**config.mk**
```make
export PLATFORM = sky130hd
export DESIGN_NAME = dqbf_front
export DESIGN_NICKNAME = d
export VERILOG_FILES = /design/src/rtl/dqbf_pkg.sv /design/src/rtl/dqbf_front.sv
export SDC_FILE = /design/constraint.sdc
export NUM_CORES = 1
export LEC_CHECK = 0
export ABC_AREA = 0
export BUFFER_PORTS_ARGS = -buffer_cell sky130_fd_sc_hd__buf_2
export CORE_ASPECT_RATIO = 0.6
export CORE_MARGIN = 3
export CORE_UTILIZATION = 50
export CTS_CLUSTER_DIAMETER = 80
export DETAILED_ROUTE_END_ITERATION = 12
export HOLD_SLACK_MARGIN = 0.12
export PLACE_DENSITY = 0.75
export SETUP_SLACK_MARGIN = 0.15
export SLEW_MARGIN = 20
export SYNTH_ARGS = -nofsm -noshare
export SYNTH_HDL_FRONTEND = slang
export SYNTH_SLANG_ARGS = --single-unit
```
**constraint.sdc**
```tcl
create_clock -name clk_i -period 2.2 [get_ports clk_i]
set_input_delay 0.22 -clock clk_i [delete_from_list [all_inputs] [get_ports clk_i]]
set_output_delay 0.22 -clock clk_i [all_outputs]
set_load 0.05 [all_outputs]
```
**src/rtl/dqbf_pkg.sv**
```systemverilog
`timescale 1ns / 1ps
package dqbf_pkg;

  localparam int unsigned MAX_ENTRIES  = 64;
  localparam int unsigned NAME_BYTES   = 256;
  localparam int unsigned MAX_PACKET   = 512;
  localparam int unsigned HEADER_BYTES = 12;
  localparam int unsigned FIFO_DEPTH   = 4;

  localparam int unsigned ENT_W  = $clog2(MAX_ENTRIES);
  localparam int unsigned POS_W  = $clog2(NAME_BYTES);
  localparam int unsigned LEN_W  = POS_W + 1;
  localparam int unsigned OFF_W  = 10;
  localparam int unsigned CNT_W  = 7;
  localparam int unsigned FPTR_W = $clog2(FIFO_DEPTH);
  localparam int unsigned FCNT_W = FPTR_W + 1;

  // input kinds
  localparam logic CMD_LOAD = 1'b0;
  localparam logic CMD_PKT  = 1'b1;

  // result actions
  localparam logic [1:0] ACT_FORWARD = 2'd0;
  localparam logic [1:0] ACT_PATCH   = 2'd1;
  localparam logic [1:0] ACT_REPLY   = 2'd2;

  // response types
  localparam logic [1:0] RT_REFUSED  = 2'd2;
  localparam logic [1:0] RT_REDIRECT = 2'd3;

  // config register indexes
  localparam logic [1:0] REG_RESP_TYPE = 2'd0;
  localparam logic [1:0] REG_REDIR_IP  = 2'd1;
  localparam logic [1:0] REG_ENT_COUNT = 2'd2;

  localparam logic [7:0] DOT_CHAR      = 8'h2e;
  localparam logic [7:0] FLAGS_HI      = 8'h81;
  localparam logic [7:0] FLAGS_LO      = 8'h80;
  localparam logic [7:0] FLAGS_LO_REF  = 8'h85;

  typedef enum logic [3:0] {
    PH_HEADER   = 4'b0001,
    PH_NAME     = 4'b0010,
    PH_NAME_CUT = 4'b0100,
    PH_TAIL     = 4'b1000
  } phase_e;

  typedef enum logic [1:0] {
    OP_NONE   = 2'd0,
    OP_CMP    = 2'd1,
    OP_ENDCHK = 2'd2
  } op_e;

  // compare operation handed from the parser to the match stage
  typedef struct packed {
    logic             valid;
    op_e              kind;
    logic [7:0]       ch;
    logic             last;
    logic             elig;
    logic [OFF_W-1:0] qend;
  } cmp_op_t;

  // verdict handed to the reply sequencer
  typedef struct packed {
    logic             hit;
    logic [OFF_W-1:0] qend;
  } verdict_t;

  function automatic logic [7:0] fold(input logic [7:0] c);
    fold = (c >= 8'h41 && c <= 8'h5a) ? c + 8'h20 : c;
  endfunction

  // answer record template
  function automatic logic [7:0] answer_byte(input logic [3:0] i);
    case (i)
      4'd0:    answer_byte = 8'hc0;
      4'd1:    answer_byte = 8'h0c;
      4'd3:    answer_byte = 8'h01;
      4'd5:    answer_byte = 8'h01;
      4'd9:    answer_byte = 8'h3c;
      4'd11:   answer_byte = 8'h04;
      default: answer_byte = 8'h00;
    endcase
  endfunction

endpackage

```
**src/rtl/dqbf_front.sv**
```systemverilog
`timescale 1ns / 1ps
module dqbf_front (
  input  logic                  clk_i,
  input  logic                  rst_ni,
  input  logic                  accept_i,
  input  logic                  cmd_i,
  input  logic [7:0]            data_i,
  input  logic                  last_i,
  output dqbf_pkg::cmp_op_t     op_o,
  output logic [dqbf_pkg::POS_W-1:0] rd_pos_o
);
  import dqbf_pkg::*;

  logic [OFF_W-1:0] off_q, off_d;
  phase_e           phase_q, phase_d;
  logic [7:0]       lrem_q, lrem_d;
  logic [LEN_W-1:0] nlen_q, nlen_d;
  logic             ovf_q, ovf_d;
  logic [OFF_W-1:0] qend_q, qend_d;
  logic             nc_en;
  logic [7:0]       nc_val;
  cmp_op_t          op;
  logic [POS_W-1:0] pos;

  // label walk and name rebuild
  always_comb begin
    off_d   = off_q;
    phase_d = phase_q;
    lrem_d  = lrem_q;
    nlen_d  = nlen_q;
    ovf_d   = ovf_q;
    qend_d  = qend_q;
    nc_en   = 1'b0;
    nc_val  = data_i;
    op      = '0;
    op.kind = OP_NONE;
    pos     = nlen_q[POS_W-1:0];
    if (accept_i && cmd_i == CMD_PKT && off_q < OFF_W'(MAX_PACKET)) begin
      off_d = off_q + 1'b1;
      case (phase_q)
        PH_HEADER: begin
          if (off_q >= OFF_W'(HEADER_BYTES - 1)) begin
            phase_d = PH_NAME;
          end
        end
        PH_NAME, PH_NAME_CUT: begin
          if (lrem_q == 8'd0) begin
            if (data_i == 8'd0) begin
              if (phase_q == PH_NAME && !ovf_q) begin
                op.kind = OP_ENDCHK;
              end
              qend_d  = off_q;
              phase_d = PH_TAIL;
            end else begin
              nc_en  = (nlen_q != '0);
              nc_val = DOT_CHAR;
              lrem_d = data_i;
            end
          end else begin
            nc_en  = 1'b1;
            lrem_d = lrem_q - 1'b1;
          end
        end
        default: begin
        end
      endcase
      // one name character
      if (nc_en) begin
        if (nlen_q >= LEN_W'(NAME_BYTES - 1)) begin
          ovf_d = 1'b1;
        end else begin
          if (phase_q == PH_NAME) begin
            op.kind = OP_CMP;
            op.ch   = nc_val;
            if (nc_val == 8'd0) begin
              phase_d = PH_NAME_CUT;
            end
          end
          nlen_d = nlen_q + 1'b1;
        end
      end
    end
    op.valid = accept_i;
    op.last  = last_i;
    op.elig  = (phase_d == PH_TAIL) && !ovf_d;
    op.qend  = qend_d;
    // packet end returns to the idle state
    if (accept_i && last_i) begin
      off_d   = '0;
      phase_d = PH_HEADER;
      lrem_d  = '0;
      nlen_d  = '0;
      ovf_d   = 1'b0;
      qend_d  = '0;
    end
  end

  always_ff @(posedge clk_i or negedge rst_ni) begin
    if (!rst_ni) begin
      off_q   <= '0;
      phase_q <= PH_HEADER;
      lrem_q  <= '0;
      nlen_q  <= '0;
      ovf_q   <= 1'b0;
      qend_q  <= '0;
    end else begin
      off_q   <= off_d;
      phase_q <= phase_d;
      lrem_q  <= lrem_d;
      nlen_q  <= nlen_d;
      ovf_q   <= ovf_d;
      qend_q  <= qend_d;
    end
  end

  assign op_o     = op;
  assign rd_pos_o = pos;

endmodule

```
# Yosys cells after proc, flatten, opt, wreduce, memory -nomap -nowiden

Index checks and enable logic that the tools add are counted.

Muxes and demuxes: 46
Add/subtract/negate cells: 3
Reductions and logical operators: 17
Equal/unequal tests: 6
Order comparisons: 3

Operators by type and width:

| operator                                                                | count |
|---|---|
| 10-bit 2-to-1 mux                                                       | 11 |
| 8-bit 2-to-1 mux                                                        | 9 |
| 4-bit 2-to-1 mux                                                        | 9 |
| 9-bit 2-to-1 mux                                                        | 4 |
| 8-bit logical NOT                                                       | 3 |
| 10-bit by 1-bit adder with 10-bit output, second input constant         | 1 |
| 10-bit by 4-bit >= comparator with 1-bit output, second input constant  | 1 |
| 10-bit < comparator, second input constant                              | 1 |
| 9-bit by 1-bit adder with 9-bit output, second input constant           | 1 |
| 9-bit by 8-bit >= comparator with 1-bit output, second input constant   | 1 |
| 9-bit nonzero test                                                      | 1 |
| 1-bit 2-to-1 mux                                                        | 8 |
| 2-bit 2-to-1 mux                                                        | 4 |
| 4-bit case mux with 2 select lines                                      | 1 |
| 8-bit by 1-bit subtractor with 8-bit output, second input constant      | 1 |
| 3-bit AND reduction                                                     | 2 |
| 2-bit nonzero test                                                      | 3 |
| 1-bit logical AND                                                       | 5 |
| 4-bit by 1-bit equality test with 1-bit output, second input constant   | 1 |
| 4-bit by 2-bit equality test with 1-bit output, second input constant   | 1 |
| 4-bit by 3-bit equality test with 1-bit output, second input constant   | 1 |
| 4-bit equality test, second input constant                              | 1 |
| 3-bit by 2-bit inequality test with 1-bit output, second input constant | 1 |
| 1-bit logical NOT                                                       | 2 |
| 2 further kinds                                                         | 2 |

Bits of input ports: 13
Register bits after elaboration: 42
Output and inout port bits: 31

# Logic depth before layout (Yosys ltp)

Depth after elaboration: 13
Depth in mapped cells: 9
Gate-level depth less buffers: 8

# Worst setup path before layout

No wires, ideal clock.

Path kind: flip-flop to output port
From: register nlen_q[2]
To: output port op_o[12] (netlist bit)
Required time: 1.980 ns
Data arrival time: 2.367 ns
Cell stages (with the launch flop): 9
Slack: -0.387 ns
Cells stage by stage: dfrtp_1 and4_1 nand2_1 nor2_1 ha_1 a211o_1 and4bb_2 nor2b_1 and2_1

RTL lines:

| element                | line              | text |
|---|---|---|
| from (decl)            | dqbf_front.sv:17  | `logic [LEN_W-1:0] nlen_q, nlen_d;` |
| from (signal assigned) | dqbf_front.sv:110 | `nlen_q <= nlen_d;` |
| to (decl)              | dqbf_front.sv:9   | `output dqbf_pkg::cmp_op_t op_o,` |

==> run summary <==
Gr busiest metal: met2
Largest family of logic cells by synthesized area: simple AND/OR/NAND/NOR gates
Clock buffer depth: 2
Failing checks: negative setup slack
Cell Area, Placed: 0.00303 sq mm
ANT cells: 0
Fmax: 394 MHz
GR Overflow Total: 0
Commonest non-fill, non-tap cells in the layout: buf_4 (43), dfrtp_1 (41), buf_2 (22), nand2_1 (21), buf_6 (19)
Post-Layout Cell Count: 403
Crit path arrival time: 2.32 ns
Finished Core Util: 77.1%
Drt drc: 0
GR Util met3: 5.74%
Clock Skew: 0.00507 ns
Post-DR vias/cell: 5.83
Post-route antenna net violation count: 0
Die height: 60.5 um
# setup viols final: 25
Post-synthesis instance area: 0.00247 sq mm
Final hold vios: 0
Design area: 0.00359 sq mm
Total Die Area: 0.00585 sq mm
DR pass1 iterations: 4
FP Rows: 19
Final net count: 358
Yosys Warn Count: 0
Yosys reg bits: 42
Synth unique cells: 48
Post-Route Setup TNS: -5.31 ns
FILL cells: 312
RSZ-0062 raised after global routing: yes
Fraction of layout cells with a size suffix above 1: 46.2%
Die Wd: 96.8 um
Mux cell area share after synthesis: 6.13%
Core Area: 0.00466 sq mm
Worst hold slack: 0.259 ns
Met1 global-route usage: 34.4%
Final Critical Period: 2.54 ns
Initial Utilization: 53.0%
Max-cap check violation count: 0
Syn Area/Cell: 9.69 sq um
Mean routed wirelength per cell: 17.9 um
Global Route Usage Sum: 24.9%
Min setup slack post-route: -0.341 ns
DR iter-0 viols: 155
GRT met2 Usage: 39.9%
Net Count, Synth: 274
Largest net degree at the start of global routing: 29
Status: finished with violations
Total power: 1.42 mW
Worst slack at placement: -0.0450 ns
Worst skew pair latency: 0.31 ns
CTS tree: yes
Slew HR: 24.2%
Setup crit end kind: output port
Worst slew pin tran: 1.14 ns
XOR/XNOR Fraction of Synth Area: 3.54%
Number of global-route vias before repair: 2245
Simple-Gate Fraction of Synth Area: 27.5%
Placed Cells: 380
Initial antenna violation count: 0
Routability cong.: 0.907
Setup CP Type: flop to output port
Post-synthesis sequential area ratio: 42.6%
Startpoint Class: flop
LEAKAGE: 1.72 nW
Power Density: 395 mW/mm^2
Hold/Removal Path Class: input port to flop
Detailed placement HPWL: 4550 um
Synth Area in Compound Gates: 11.1%
Via count: 2350
Clock transition at path regs: 0.08 ns
CTS Sinks: 42
Fin. max-slew vios: 0
Most common cell after layout, fill and taps aside: buf_4
CP Max Fanout: 4
Num ports: 44
CTS Root Cell: clkbuf_8
Port buffer count: 43
Number of buffers created by CTS: 5
Worst EP required: 1.98 ns
Peak VDD IR: 0.256 mV
WL final: 7230 um
Final period utilization: 116%
Number of H-tree levels: 2
Area grow syn2layout: 45.4%
First-pass GRT wire length: 11400 um
Adder-Cell Fraction of Synth Area: 3.04%
Gate count after technology mapping: 255
==> registers in the layout (all words and copies together) (netlist names) <==
register,cells
nlen_q,9
qend_q,10
ovf_q,1
lrem_q,8
phase_q,4
off_q,10
==> critical path, stage by stage (launching register included) <==
cell	delay, ns
dfrtp_1	0.40
and4_1	0.23
nand2_2	0.09
nor2_2	0.05
ha_2	0.16
a211o_1	0.26
and4bb_4	0.33
nor2b_4	0.18
and2_4	0.17
buf_8	0.14
==> where the power goes <==
part	internal, mW	switching, mW
Clock	0.224	0.294
Combinational	0.0358	0.0712
Sequential	0.781	0.0138
Total	1.04	0.379
==> cell type report <==
type / instances / area, sq um / share of cell area (%)
Multi-Input combinational cell: 186 / 1520 / 42.2
Sequential cell: 42 / 1050 / 29.3
Timing Repair Buffer: 96 / 827 / 23.0
Tap cell: 63 / 78.8 / 2.19
Clock buffer: 5 / 68.8 / 1.92
Inverter: 8 / 30.0 / 0.836
Clock inverter: 3 / 18.8 / 0.522
==> Yosys cell counts (all sizes together) <==
cell | n | share of area, %
nor4b | 2 | 0.71
inv | 8 | 1.2
xor2 | 7 | 2.5
o21ai | 6 | 1.2
and2 | 16 | 4.1
mux2 | 10 | 5.3
nor2 | 18 | 2.7
o31ai | 4 | 1.2
nand2b | 3 | 0.76
o211ai | 4 | 1.2
nand2 | 23 | 3.8
mux2i | 2 | 0.81
nand4bb | 1 | 0.46
and3b | 1 | 0.35
nor3b | 1 | 0.51
nand3 | 9 | 1.8
nand4 | 5 | 1.3
a211o | 1 | 0.35
a21oi | 12 | 2.4
buf | 12 | 3.7
nand4b | 2 | 0.71
nor3 | 5 | 1.0
ha | 6 | 3.0
dfstp | 1 | 1.1
and3 | 3 | 0.76
o41ai | 2 | 0.71
or4 | 3 | 0.91
xnor2 | 3 | 1.1
a31o | 1 | 0.35
nor2b | 4 | 1.0
clkbuf | 8 | 1.2
dfrtp | 41 | 42
o21a | 5 | 1.5
o32ai | 2 | 0.71
a31oi | 4 | 1.0
o2bb2ai | 1 | 0.35
nand3b | 1 | 0.30
or3 | 5 | 1.3
nor4 | 8 | 3.2
and4bb | 1 | 0.51
and4 | 3 | 1.1
or2 | 1 | 0.25
==> final timing paths <==
path,end,slack [ns],cells after the start,from
max in group asynchronous,phase_q[0],1.08,3,rst_ni
min reg2reg,phase_q[0],0.52,2,phase_q[0]
min in group asynchronous,qend_q[6],0.47,2,rst_ni
max,op_o[19],-0.34,9,nlen_q[2]
min,lrem_q[7],0.26,3,data_i[7]
max reg2reg,nlen_q[5],-0.14,10,nlen_q[2]
==> per-layer routing <==
layer | up-vias | part of all wire (%)
met4 | 0 | 1.1
met2 | 92 | 47
met3 | 8 | 6.1
met1 | 1177 | 46
li1 | 1073 | -
met5 | - | 0
==> kinds of logic (layout without fill, tap and decap cells) <==
family,count (synthesis),after routing
and+or+nand+nor,115,116
DFF,42,42
buffers and inverters,28,112
muxes,12,12
AOI/OAI and AO/OA,42,42
xor gates and xnor gates,10,10
adders and majority gates,6,6
==> repair_timing <==
action | in CTS | in global routing
hold buffers | 1 | 0
pin swaps | 10 | 11
cloned | 1 | 1
setup buffers | 7 | 5
setup endpoints to repair | 27 | 43
resized for setup | 73 | 20
endpoints found under the hold margin | 26 | 0
(Power assumes the default switching activity.)
