## src/rtl/dqbf_pkg.sv

```systemverilog
`timescale 1ns / 1ps
package dqbf_pkg;

  localparam int unsigned MAX_ENTRIES  = 64;
  localparam int unsigned NAME_BYTES   = 256;
  localparam int unsigned MAX_PACKET   = 512;
  localparam int unsigned HEADER_BYTES = 12;
  localparam int unsigned FIFO_DEPTH   = 4;

  localparam int unsigned ENT_W  = $clog2(MAX_ENTRIES);
  localparam int unsigned POS_W  = $clog2(NAME_BYTES);
  localparam int unsigned LEN_W  = POS_W + 1;
  localparam int unsigned OFF_W  = 10;
  localparam int unsigned CNT_W  = 7;
  localparam int unsigned FPTR_W = $clog2(FIFO_DEPTH);
  localparam int unsigned FCNT_W = FPTR_W + 1;

  // input kinds
  localparam logic CMD_LOAD = 1'b0;
  localparam logic CMD_PKT  = 1'b1;

  // result actions
  localparam logic [1:0] ACT_FORWARD = 2'd0;
  localparam logic [1:0] ACT_PATCH   = 2'd1;
  localparam logic [1:0] ACT_REPLY   = 2'd2;

  // response types
  localparam logic [1:0] RT_REFUSED  = 2'd2;
  localparam logic [1:0] RT_REDIRECT = 2'd3;

  // config register indexes
  localparam logic [1:0] REG_RESP_TYPE = 2'd0;
  localparam logic [1:0] REG_REDIR_IP  = 2'd1;
  localparam logic [1:0] REG_ENT_COUNT = 2'd2;

  localparam logic [7:0] DOT_CHAR      = 8'h2e;
  localparam logic [7:0] FLAGS_HI      = 8'h81;
  localparam logic [7:0] FLAGS_LO      = 8'h80;
  localparam logic [7:0] FLAGS_LO_REF  = 8'h85;

  typedef enum logic [3:0] {
    PH_HEADER   = 4'b0001,
    PH_NAME     = 4'b0010,
    PH_NAME_CUT = 4'b0100,
    PH_TAIL     = 4'b1000
  } phase_e;

  typedef enum logic [1:0] {
    OP_NONE   = 2'd0,
    OP_CMP    = 2'd1,
    OP_ENDCHK = 2'd2
  } op_e;

  // compare operation handed from the parser to the match stage
  typedef struct packed {
    logic             valid;
    op_e              kind;
    logic [7:0]       ch;
    logic             last;
    logic             elig;
    logic [OFF_W-1:0] qend;
  } cmp_op_t;

  // verdict handed to the reply sequencer
  typedef struct packed {
    logic             hit;
    logic [OFF_W-1:0] qend;
  } verdict_t;

  function automatic logic [7:0] fold(input logic [7:0] c);
    fold = (c >= 8'h41 && c <= 8'h5a) ? c + 8'h20 : c;
  endfunction

  // answer record template
  function automatic logic [7:0] answer_byte(input logic [3:0] i);
    case (i)
      4'd0:    answer_byte = 8'hc0;
      4'd1:    answer_byte = 8'h0c;
      4'd3:    answer_byte = 8'h01;
      4'd5:    answer_byte = 8'h01;
      4'd9:    answer_byte = 8'h3c;
      4'd11:   answer_byte = 8'h04;
      default: answer_byte = 8'h00;
    endcase
  endfunction

endpackage

```

## src/rtl/dqbf_back.sv

```systemverilog
`timescale 1ns / 1ps
module dqbf_back (
  input  logic                        clk_i,
  input  logic                        rst_ni,
  input  logic                        push_i,
  input  dqbf_pkg::verdict_t          verdict_i,
  input  logic                        pending_i,
  output logic                        room_o,
  input  logic [1:0]                  response_type_i,
  input  logic [31:0]                 redirect_ip_i,
  output logic                        m_valid_o,
  input  logic                        m_ready_i,
  output logic [1:0]                  m_action_o,
  output logic [dqbf_pkg::OFF_W-1:0]  m_offset_o,
  output logic [7:0]                  m_value_o,
  output logic                        m_end_o
);
  import dqbf_pkg::*;

  verdict_t          fifo_q [FIFO_DEPTH];
  logic [FPTR_W-1:0] rd_q, wr_q;
  logic [FCNT_W-1:0] cnt_q;
  logic [4:0]        k_q, k_d;
  verdict_t          head;
  logic              gen_valid, load, pop, final_w, rt3;
  logic [1:0]        g_act;
  logic [OFF_W-1:0]  g_off;
  logic [7:0]        g_val;
  logic              out_vld_q;
  logic [1:0]        act_q;
  logic [OFF_W-1:0]  off_q;
  logic [7:0]        val_q;
  logic              end_q;

  assign head      = fifo_q[rd_q];
  assign gen_valid = cnt_q != '0;
  assign load      = gen_valid && (!out_vld_q || m_ready_i);
  assign pop       = load && final_w;
  assign rt3       = response_type_i == RT_REDIRECT;
  assign room_o    = (cnt_q + FCNT_W'(pending_i)) < FCNT_W'(FIFO_DEPTH);

  // verdict queue
  always_ff @(posedge clk_i or negedge rst_ni) begin
    if (!rst_ni) begin
      rd_q  <= '0;
      wr_q  <= '0;
      cnt_q <= '0;
    end else begin
      if (push_i) begin
        wr_q <= wr_q + 1'b1;
      end
      if (pop) begin
        rd_q <= rd_q + 1'b1;
      end
      cnt_q <= cnt_q + FCNT_W'(push_i) - FCNT_W'(pop);
    end
  end

  always_ff @(posedge clk_i) begin
    if (push_i) begin
      fifo_q[wr_q] <= verdict_i;
    end
  end

  // reply sequence generator
  always_comb begin
    g_act   = ACT_PATCH;
    g_off   = '0;
    g_val   = '0;
    final_w = 1'b0;
    if (!head.hit) begin
      g_act   = ACT_FORWARD;
      final_w = 1'b1;
    end else if (k_q == 5'd0) begin
      g_off = OFF_W'(2);
      g_val = FLAGS_HI;
    end else if (k_q == 5'd1) begin
      g_off = OFF_W'(3);
      g_val = (response_type_i == RT_REFUSED) ? FLAGS_LO_REF : FLAGS_LO;
    end else if (k_q < 5'd8) begin
      g_off = OFF_W'(k_q) + OFF_W'(4);
      g_val = (k_q == 5'd3 && rt3) ? 8'd1 : 8'd0;
    end else if (!rt3) begin
      g_act   = ACT_REPLY;
      g_off   = head.qend + OFF_W'(5);
      final_w = 1'b1;
    end else if (k_q < 5'd20) begin
      g_off = head.qend + OFF_W'(k_q) - OFF_W'(3);
      g_val = answer_byte(4'(k_q - 5'd8));
    end else if (k_q < 5'd24) begin
      g_off = head.qend + OFF_W'(k_q) - OFF_W'(3);
      case (k_q[1:0])
        2'd0:    g_val = redirect_ip_i[31:24];
        2'd1:    g_val = redirect_ip_i[23:16];
        2'd2:    g_val = redirect_ip_i[15:8];
        default: g_val = redirect_ip_i[7:0];
      endcase
    end else begin
      g_act   = ACT_REPLY;
      g_off   = head.qend + OFF_W'(21);
      final_w = 1'b1;
    end
    k_d = k_q;
    if (load) begin
      k_d = final_w ? 5'd0 : k_q + 5'd1;
    end
  end

  always_ff @(posedge clk_i or negedge rst_ni) begin
    if (!rst_ni) begin
      k_q       <= '0;
      out_vld_q <= 1'b0;
    end else begin
      k_q <= k_d;
      if (load) begin
        out_vld_q <= 1'b1;
      end else if (m_ready_i) begin
        out_vld_q <= 1'b0;
      end
    end
  end

  // output register
  always_ff @(posedge clk_i) begin
    if (load) begin
      act_q <= g_act;
      off_q <= g_off;
      val_q <= g_val;
      end_q <= final_w;
    end
  end

  assign m_valid_o  = out_vld_q;
  assign m_action_o = act_q;
  assign m_offset_o = off_q;
  assign m_value_o  = val_q;
  assign m_end_o    = end_q;

  a_cnt_bound: assert property (@(posedge clk_i) disable iff (!rst_ni)
    cnt_q <= FCNT_W'(FIFO_DEPTH)) else $error("verdict queue overfilled");
  a_pop_nonempty: assert property (@(posedge clk_i) disable iff (!rst_ni)
    pop |-> cnt_q != '0) else $error("pop from empty verdict queue");
  a_push_room: assert property (@(posedge clk_i) disable iff (!rst_ni)
    push_i |-> (cnt_q < FCNT_W'(FIFO_DEPTH)) || pop) else $error("push into full queue");
  a_seq_len: assert property (@(posedge clk_i) disable iff (!rst_ni)
    k_q <= 5'd24) else $error("reply sequence overran");

endmodule

```

## config.mk

```make
export PLATFORM = sky130hd
export DESIGN_NAME = dqbf_back
export DESIGN_NICKNAME = d
export VERILOG_FILES = /design/src/rtl/dqbf_pkg.sv /design/src/rtl/dqbf_back.sv
export SDC_FILE = /design/constraint.sdc
export NUM_CORES = 1
export LEC_CHECK = 0
export ABC_AREA = 1
export BUFFER_PORTS_ARGS = -buffer_cell sky130_fd_sc_hd__buf_2
export CORE_ASPECT_RATIO = 1.1
export CORE_MARGIN = 2
export CORE_UTILIZATION = 29
export DETAILED_ROUTE_END_ITERATION = 8
export PLACE_DENSITY_LB_ADDON = 0.15
export SYNTH_ARGS = -nofsm -noshare
export SYNTH_HDL_FRONTEND = slang
export SYNTH_SLANG_ARGS = --single-unit
export TNS_END_PERCENT = 30
```

## constraint.sdc

```tcl
create_clock -name clk_i -period 3.3 [get_ports clk_i]
set_clock_uncertainty 0.15 [all_clocks]
set_input_delay 0.66 -clock clk_i [delete_from_list [all_inputs] [get_ports clk_i]]
set_output_delay 0.66 -clock clk_i [all_outputs]
set_load 0.01 [all_outputs]
```

; ---- After elaboration in Yosys (flattened, before gate mapping)
; Memories as Yosys holds them, arrays and structs flattened.
; Index checks and enable logic that the tools add are counted.
[classes]
n_addsub = 12
magnitude_cmp = 4
eq_ne = 11
muxes = 34
bitwise_logic = 1
n_reduce_logical = 14
[op_table]
columns = op, n
row1 = $mux W8, 6
row2 = $mux W10, 4
row3 = $pmux W8 S5, 1
row4 = $pmux W8 S3, 1
row5 = $mux W1, 15
row6 = $add A10 B3 Y10 const B, 1
row7 = $add A10 B5 Y10, 1
row8 = $add A10 B5 Y10 const B, 1
row9 = $lt A5 B5 Y1 const B, 2
row10 = $mux W2, 5
row11 = $sub A10 B2 Y10 const B, 1
row12 = $eq A4 B4 Y1 const B, 2
row13 = $add A3 B1 Y3, 2
row14 = $add A5 B3 Y6 const B, 1
row15 = $eq A2 B2 Y1 const B, 3
row16 = $add A5 B1 Y5 const B, 1
row17 = $eq A5 B1 Y1 const B, 1
row18 = $eq A5 B2 Y1 const B, 1
row19 = $logic_not A5 Y1, 1
row20 = $lt A5 B4 Y1 const B, 1
row21 = $mux W5, 1
row22 = $add A2 B1 Y2 const B, 2
row23 = $eq A4 B1 Y1 const B, 1
row24 = $eq A4 B2 Y1 const B, 1
row25 = 17 further kinds, 20
[word_totals]
regBits = 34
ram_bits = 44
input_bits = 50
output_inout_bits = 23
mem_count = 1
[memory_table]
columns = memory, depth, word_bits, read_ports, rd_clocked_by_memory_dff, write_ports, line_no
row1 = fifo_q, 4, 11, 1, 0, 1, dqbf_back.sv:20  ; verdict_t fifo_q [FIFO_DEPTH];

; ---- Logic depth before layout (Yosys ltp)
[logic_depth]
depth_word = 10
mapped_depth = 21

; ---- Worst setup path before layout
; OpenSTA, ideal clock, no wires.
[synth_timing]
kind = register to register
start = register rd_q[0]
end = register off_q[7], in the netlist m_offset_o[7] (data pin)
setup_time_ps = 146
arrival_ps = 2544
slack_ps = 460
stages_incl_launch_ff = 20
path_buffers = 2
synth_period_minus_slack_ps = 2840
cell_sequence = dfrtp_1 buf_6 inv_6 buf_8 nand2_1 nand3_1 nand2_2 ha_1 ha_1 fa_1 nand3_1 nand2_1 nand2_1 nand2_1 a21oi_1 xor2_1 nand2_1 nand2_1 nand2_1 a21oi_1
[synth_via]
elab_chain_cells = 7
word_cells_on_any_way = 11
classes_between = 4 x add/sub / 4 x mux / 1 x bitwise / 1 x reduce/logical / 1 x memory
[synth_rtl]
columns = element, line_no
row1 = start: declaration, dqbf_back.sv:21  ; logic [FPTR_W-1:0] rd_q, wr_q;
row2 = start signal: assignment, dqbf_back.sv:53  ; rd_q <= rd_q + 1'b1;
row3 = $mem_v2 Z4 W11 (*), --
row4 = $add A10 B5 Y10, "dqbf_back.sv:88, dqbf_back.sv:91"
row5 = $sub A10 B2 Y10, "dqbf_back.sv:88, dqbf_back.sv:91"
row6 = $mux W10, dqbf_back.sv:90  ; end else if (k_q < 5'd24) begin
row7 = $mux W10, dqbf_back.sv:87  ; end else if (k_q < 5'd20) begin
row8 = $mux W10, dqbf_back.sv:83  ; end else if (!rt3) begin
row9 = $mux W10, dqbf_back.sv:80  ; end else if (k_q < 5'd8) begin
row10 = end signal: assignment, dqbf_back.sv:127  ; off_q <= g_off;
row11 = end: declaration, dqbf_back.sv:31  ; logic [OFF_W-1:0] off_q;
; Mark *: on every way between the ends. The rest lies on a longest branch, timed or not.
; A chain may end at the register's enable or synchronous reset.

; ---- Worst setup path after layout
; Ends and elaborated chain as after synthesis.

==> flow_summary.yaml <==
power_and_ir_drop:
  ir_drop_mv: 0.405
  powerDensity_mw_per_mm2: 1040
  power.total_mw: 5.86
  p_leak_nw: 2.60
synth:
  ys_warn_count: 0
  yosys-top-cells-area: "edfxtp_1, nand2_1, ha_1"
  synth_cells: 518
  ys.flop_type: "edfxtp_1"
  synthArstFlopShare: 0.167
  yosysTopAreaCell: "edfxtp_1"
  syn_area_per_cell_um2: 9.12
  synth_edf_count: 65
  syn_area_mm2: 0.00472
  ys_types: 41
  synth-seq-area-share: 0.482
  synth_nets: 600
  ys_ff_latch: 78
  yosys.area.top_type_share: 0.413
layout:
  n_antenna_cell: 0
  fillers: 1623
  final_common_cell: "nand2_1"
  syn_to_final_growth_pct: 19.3
  fin_nets: 684
  final_cell_mix: "nand2_1, buf_2, edfxtp_1, inv_1, nand3_1"
  drive_gt1_frac: 0.239
setup_path:
  crit_top_cell: "nand2_1"
  cp.required_ps: 3350
  r2r_cells: 17
  path_class: "reg -> reg"
  endpoint_kind: "register"
  critPathMaxFanout: 22
  cp_cell_sequence: "inv_6 -> nand2_1 -> nand3_1 -> nand2_2 -> ha_1 -> ha_1 -> fa_1 -> nand3_1 -> nand2_1 -> nand2_1 -> nand2_1 -> a21oi_1 -> xor2_1 -> nand2_1 -> nand2_1 -> nand2_1 -> a21oi_1"
  worst_path_largest_cell_delay_ps: 470
  arrival_ps: 3100
  slowest_stage: "dfrtp_2"
  cp-start-kind: "register"
drt:
  ant_nets: 0
  dr_wl_met2_um: 5150
  drc: 0
  vias_per_cell: 4.59
  dr_wl_met3_um: 612
  highest_layer: "met4"
  m1WireLength_um: 5350
  wirelength_um: 11300
  vias: 3702
  drtPass1Iterations: 4
  drt-wirelength-per-cell_um: 14.0
  drt_iter0_markers: 167
hold_path:
  min_path_type: "in -> async"
clock_network:
  cts_max_path_buffers: 2
  htreeDepth: 3
  clock-root-buffer: "clkbuf_16"
  cts_hold_buf: 0
  cts.sinks: 78
  cts_buffers: 9
  clk_pin_slew_worst_paths_ps: 70
  tritoncts: "built"
  insertion_delay_ps: 350
placement:
  io_buffers: 72
  dp.final_hpwl_um: 8550
  gp_congestion: 0.942
grt:
  grt_first_pass_wirelength_um: 18600
  grt.total_usage: 0.138
  grt_max_degree: 26
  antenna_found_initial: 0
  grt-ovfl-total: 0
  grt_pass1_vias: 3648
run_status:
  status: "completed"
floorplan:
  die_h_um: 138
  io_pins: 73
  core_area_mm2: 0.0158
  die_area_mm2: 0.0173
  placementRows: 48
  die_width_um: 126
  start_util: 0.299
sta:
  slew_violations: 0
  final_period_minus_worst_setup_slack_ps: 3050
  rsz0062_at_grt: "false"
  hold_viol: 0
  max_freq_mhz: 328
  min_period_over_period: 0.923
  setup_viol: 0
  slew-limit-headroom: 0.645
  fin_tns_setup_ps: 0
  tightest_slew_ps: 531
flow_run:
  max-cap-violations: 0
==> layer usage <==
metal  track usage  vias up
met2         0.224      102
met1         0.179     1692
met5             0        -
met4        0.0531        0
met3        0.0351        8
li1              -     1900
==> worst max-delay path: cells and delay by family (launching register included) <==
kind | cells | cell delay (ps)
buf+inv | 1 | 170
simple gates | 10 | 760
fa+ha+maj | 3 | 920
compound gates | 2 | 280
xor+xnor | 1 | 160
flops | 1 | 470
==> synth_stat cells (2+ instances only) <==
cell,count
nand2_4,4
nand2_1,136
a21oi_1,24
a221oi_1,3
edfxtp_1,65
o211ai_1,3
nor2_1,26
ha_1,30
dfrtp_1,13
o22ai_1,2
xor2_1,13
xnor2_1,2
inv_2,7
fa_1,2
nand3_2,5
nand4_1,3
buf_2,2
clkbuf_1,5
buf_6,6
inv_4,2
a31oi_1,6
nor3_1,2
a32oi_1,2
nor2_2,4
nand2_2,13
inv_1,59
nand3_1,46
o21ai_0,17
o21ai_1,2
a311oi_1,3
==> worst paths after layout <==
check,start,endpoint,slack [ps]
setup reg to reg,rd_q[0],m_offset_o[7],250
hold / removal,rst_ni,k_q[4],50
setup / recovery,rd_q[0],m_offset_o[7],250
max in group asynchronous,rst_ni,rd_q[0],2700
min in group clk_i,verdict_i[8],fifo_q[0][8],370
hold reg to reg,wr_q[0],wr_q[0],390
==> kinds of logic (layout without fill, tap and decap cells) <==
logic type	Yosys count	count (layout)	share of synthesized area
flip-flops	78	78	0.482
AND/OR/NAND/NOR	242	242	0.235
XOR/XNOR	15	15	0.0278
adder cells (fa/ha/maj)	32	32	0.0879
buffers and inverters	83	172	0.0805
AO/OA/AOI/OAI	68	68	0.0869
==> layout make-up <==
type,instances,area (um2),share of cell area
Clock buffer,10,229,0.0406
Sequential cell,78,2280,0.404
Clock inverter,6,71.3,0.0126
Inverter,69,269,0.0477
Tap cell,200,250,0.0444
Timing Repair Buffer,87,473,0.0839
Multi-Input combinational cell,357,2070,0.367
==> per-stage QoR <==
stage	hold slack, ps	cell area [um2]	std cells	utilization	setup slack [ps]
after CTS	58.0	5640	807	0.357	142
after global placement	372	5340	791	0.338	212
after global routing	63.6	5640	807	0.357	2.58
after floorplan	214	4720	518	-	460
after detailed placement	383	5340	791	0.338	160
final	49.9	5640	807	0.357	253
==> report_power, final <==
| group | switching [mW] | leakage, nW | internal [mW] |
|---|---|---|---|
| combinational | 2.12 | 1.68 | 1.20 |
| sequential | 0.127 | 0.780 | 1.41 |
| clock | 0.420 | 0.140 | 0.592 |
==> repair_timing <==
item,CTS,global route
setup endpoints to repair,0,3
setup buffers,0,0
gates resized for setup,0,1
==> sequential cells by signal, indices dropped and copies added (netlist names) <==
| signal | flops |
|---|---|
| m_action_o | 2 |
| fifo_q | 44 |
| cnt_q | 3 |
| wr_q | 2 |
| m_end_o | 1 |
| rd_q | 2 |
| m_valid_o | 1 |
| m_offset_o | 10 |
| m_value_o | 8 |
| k_q | 5 |
(Power assumes the default switching activity.)
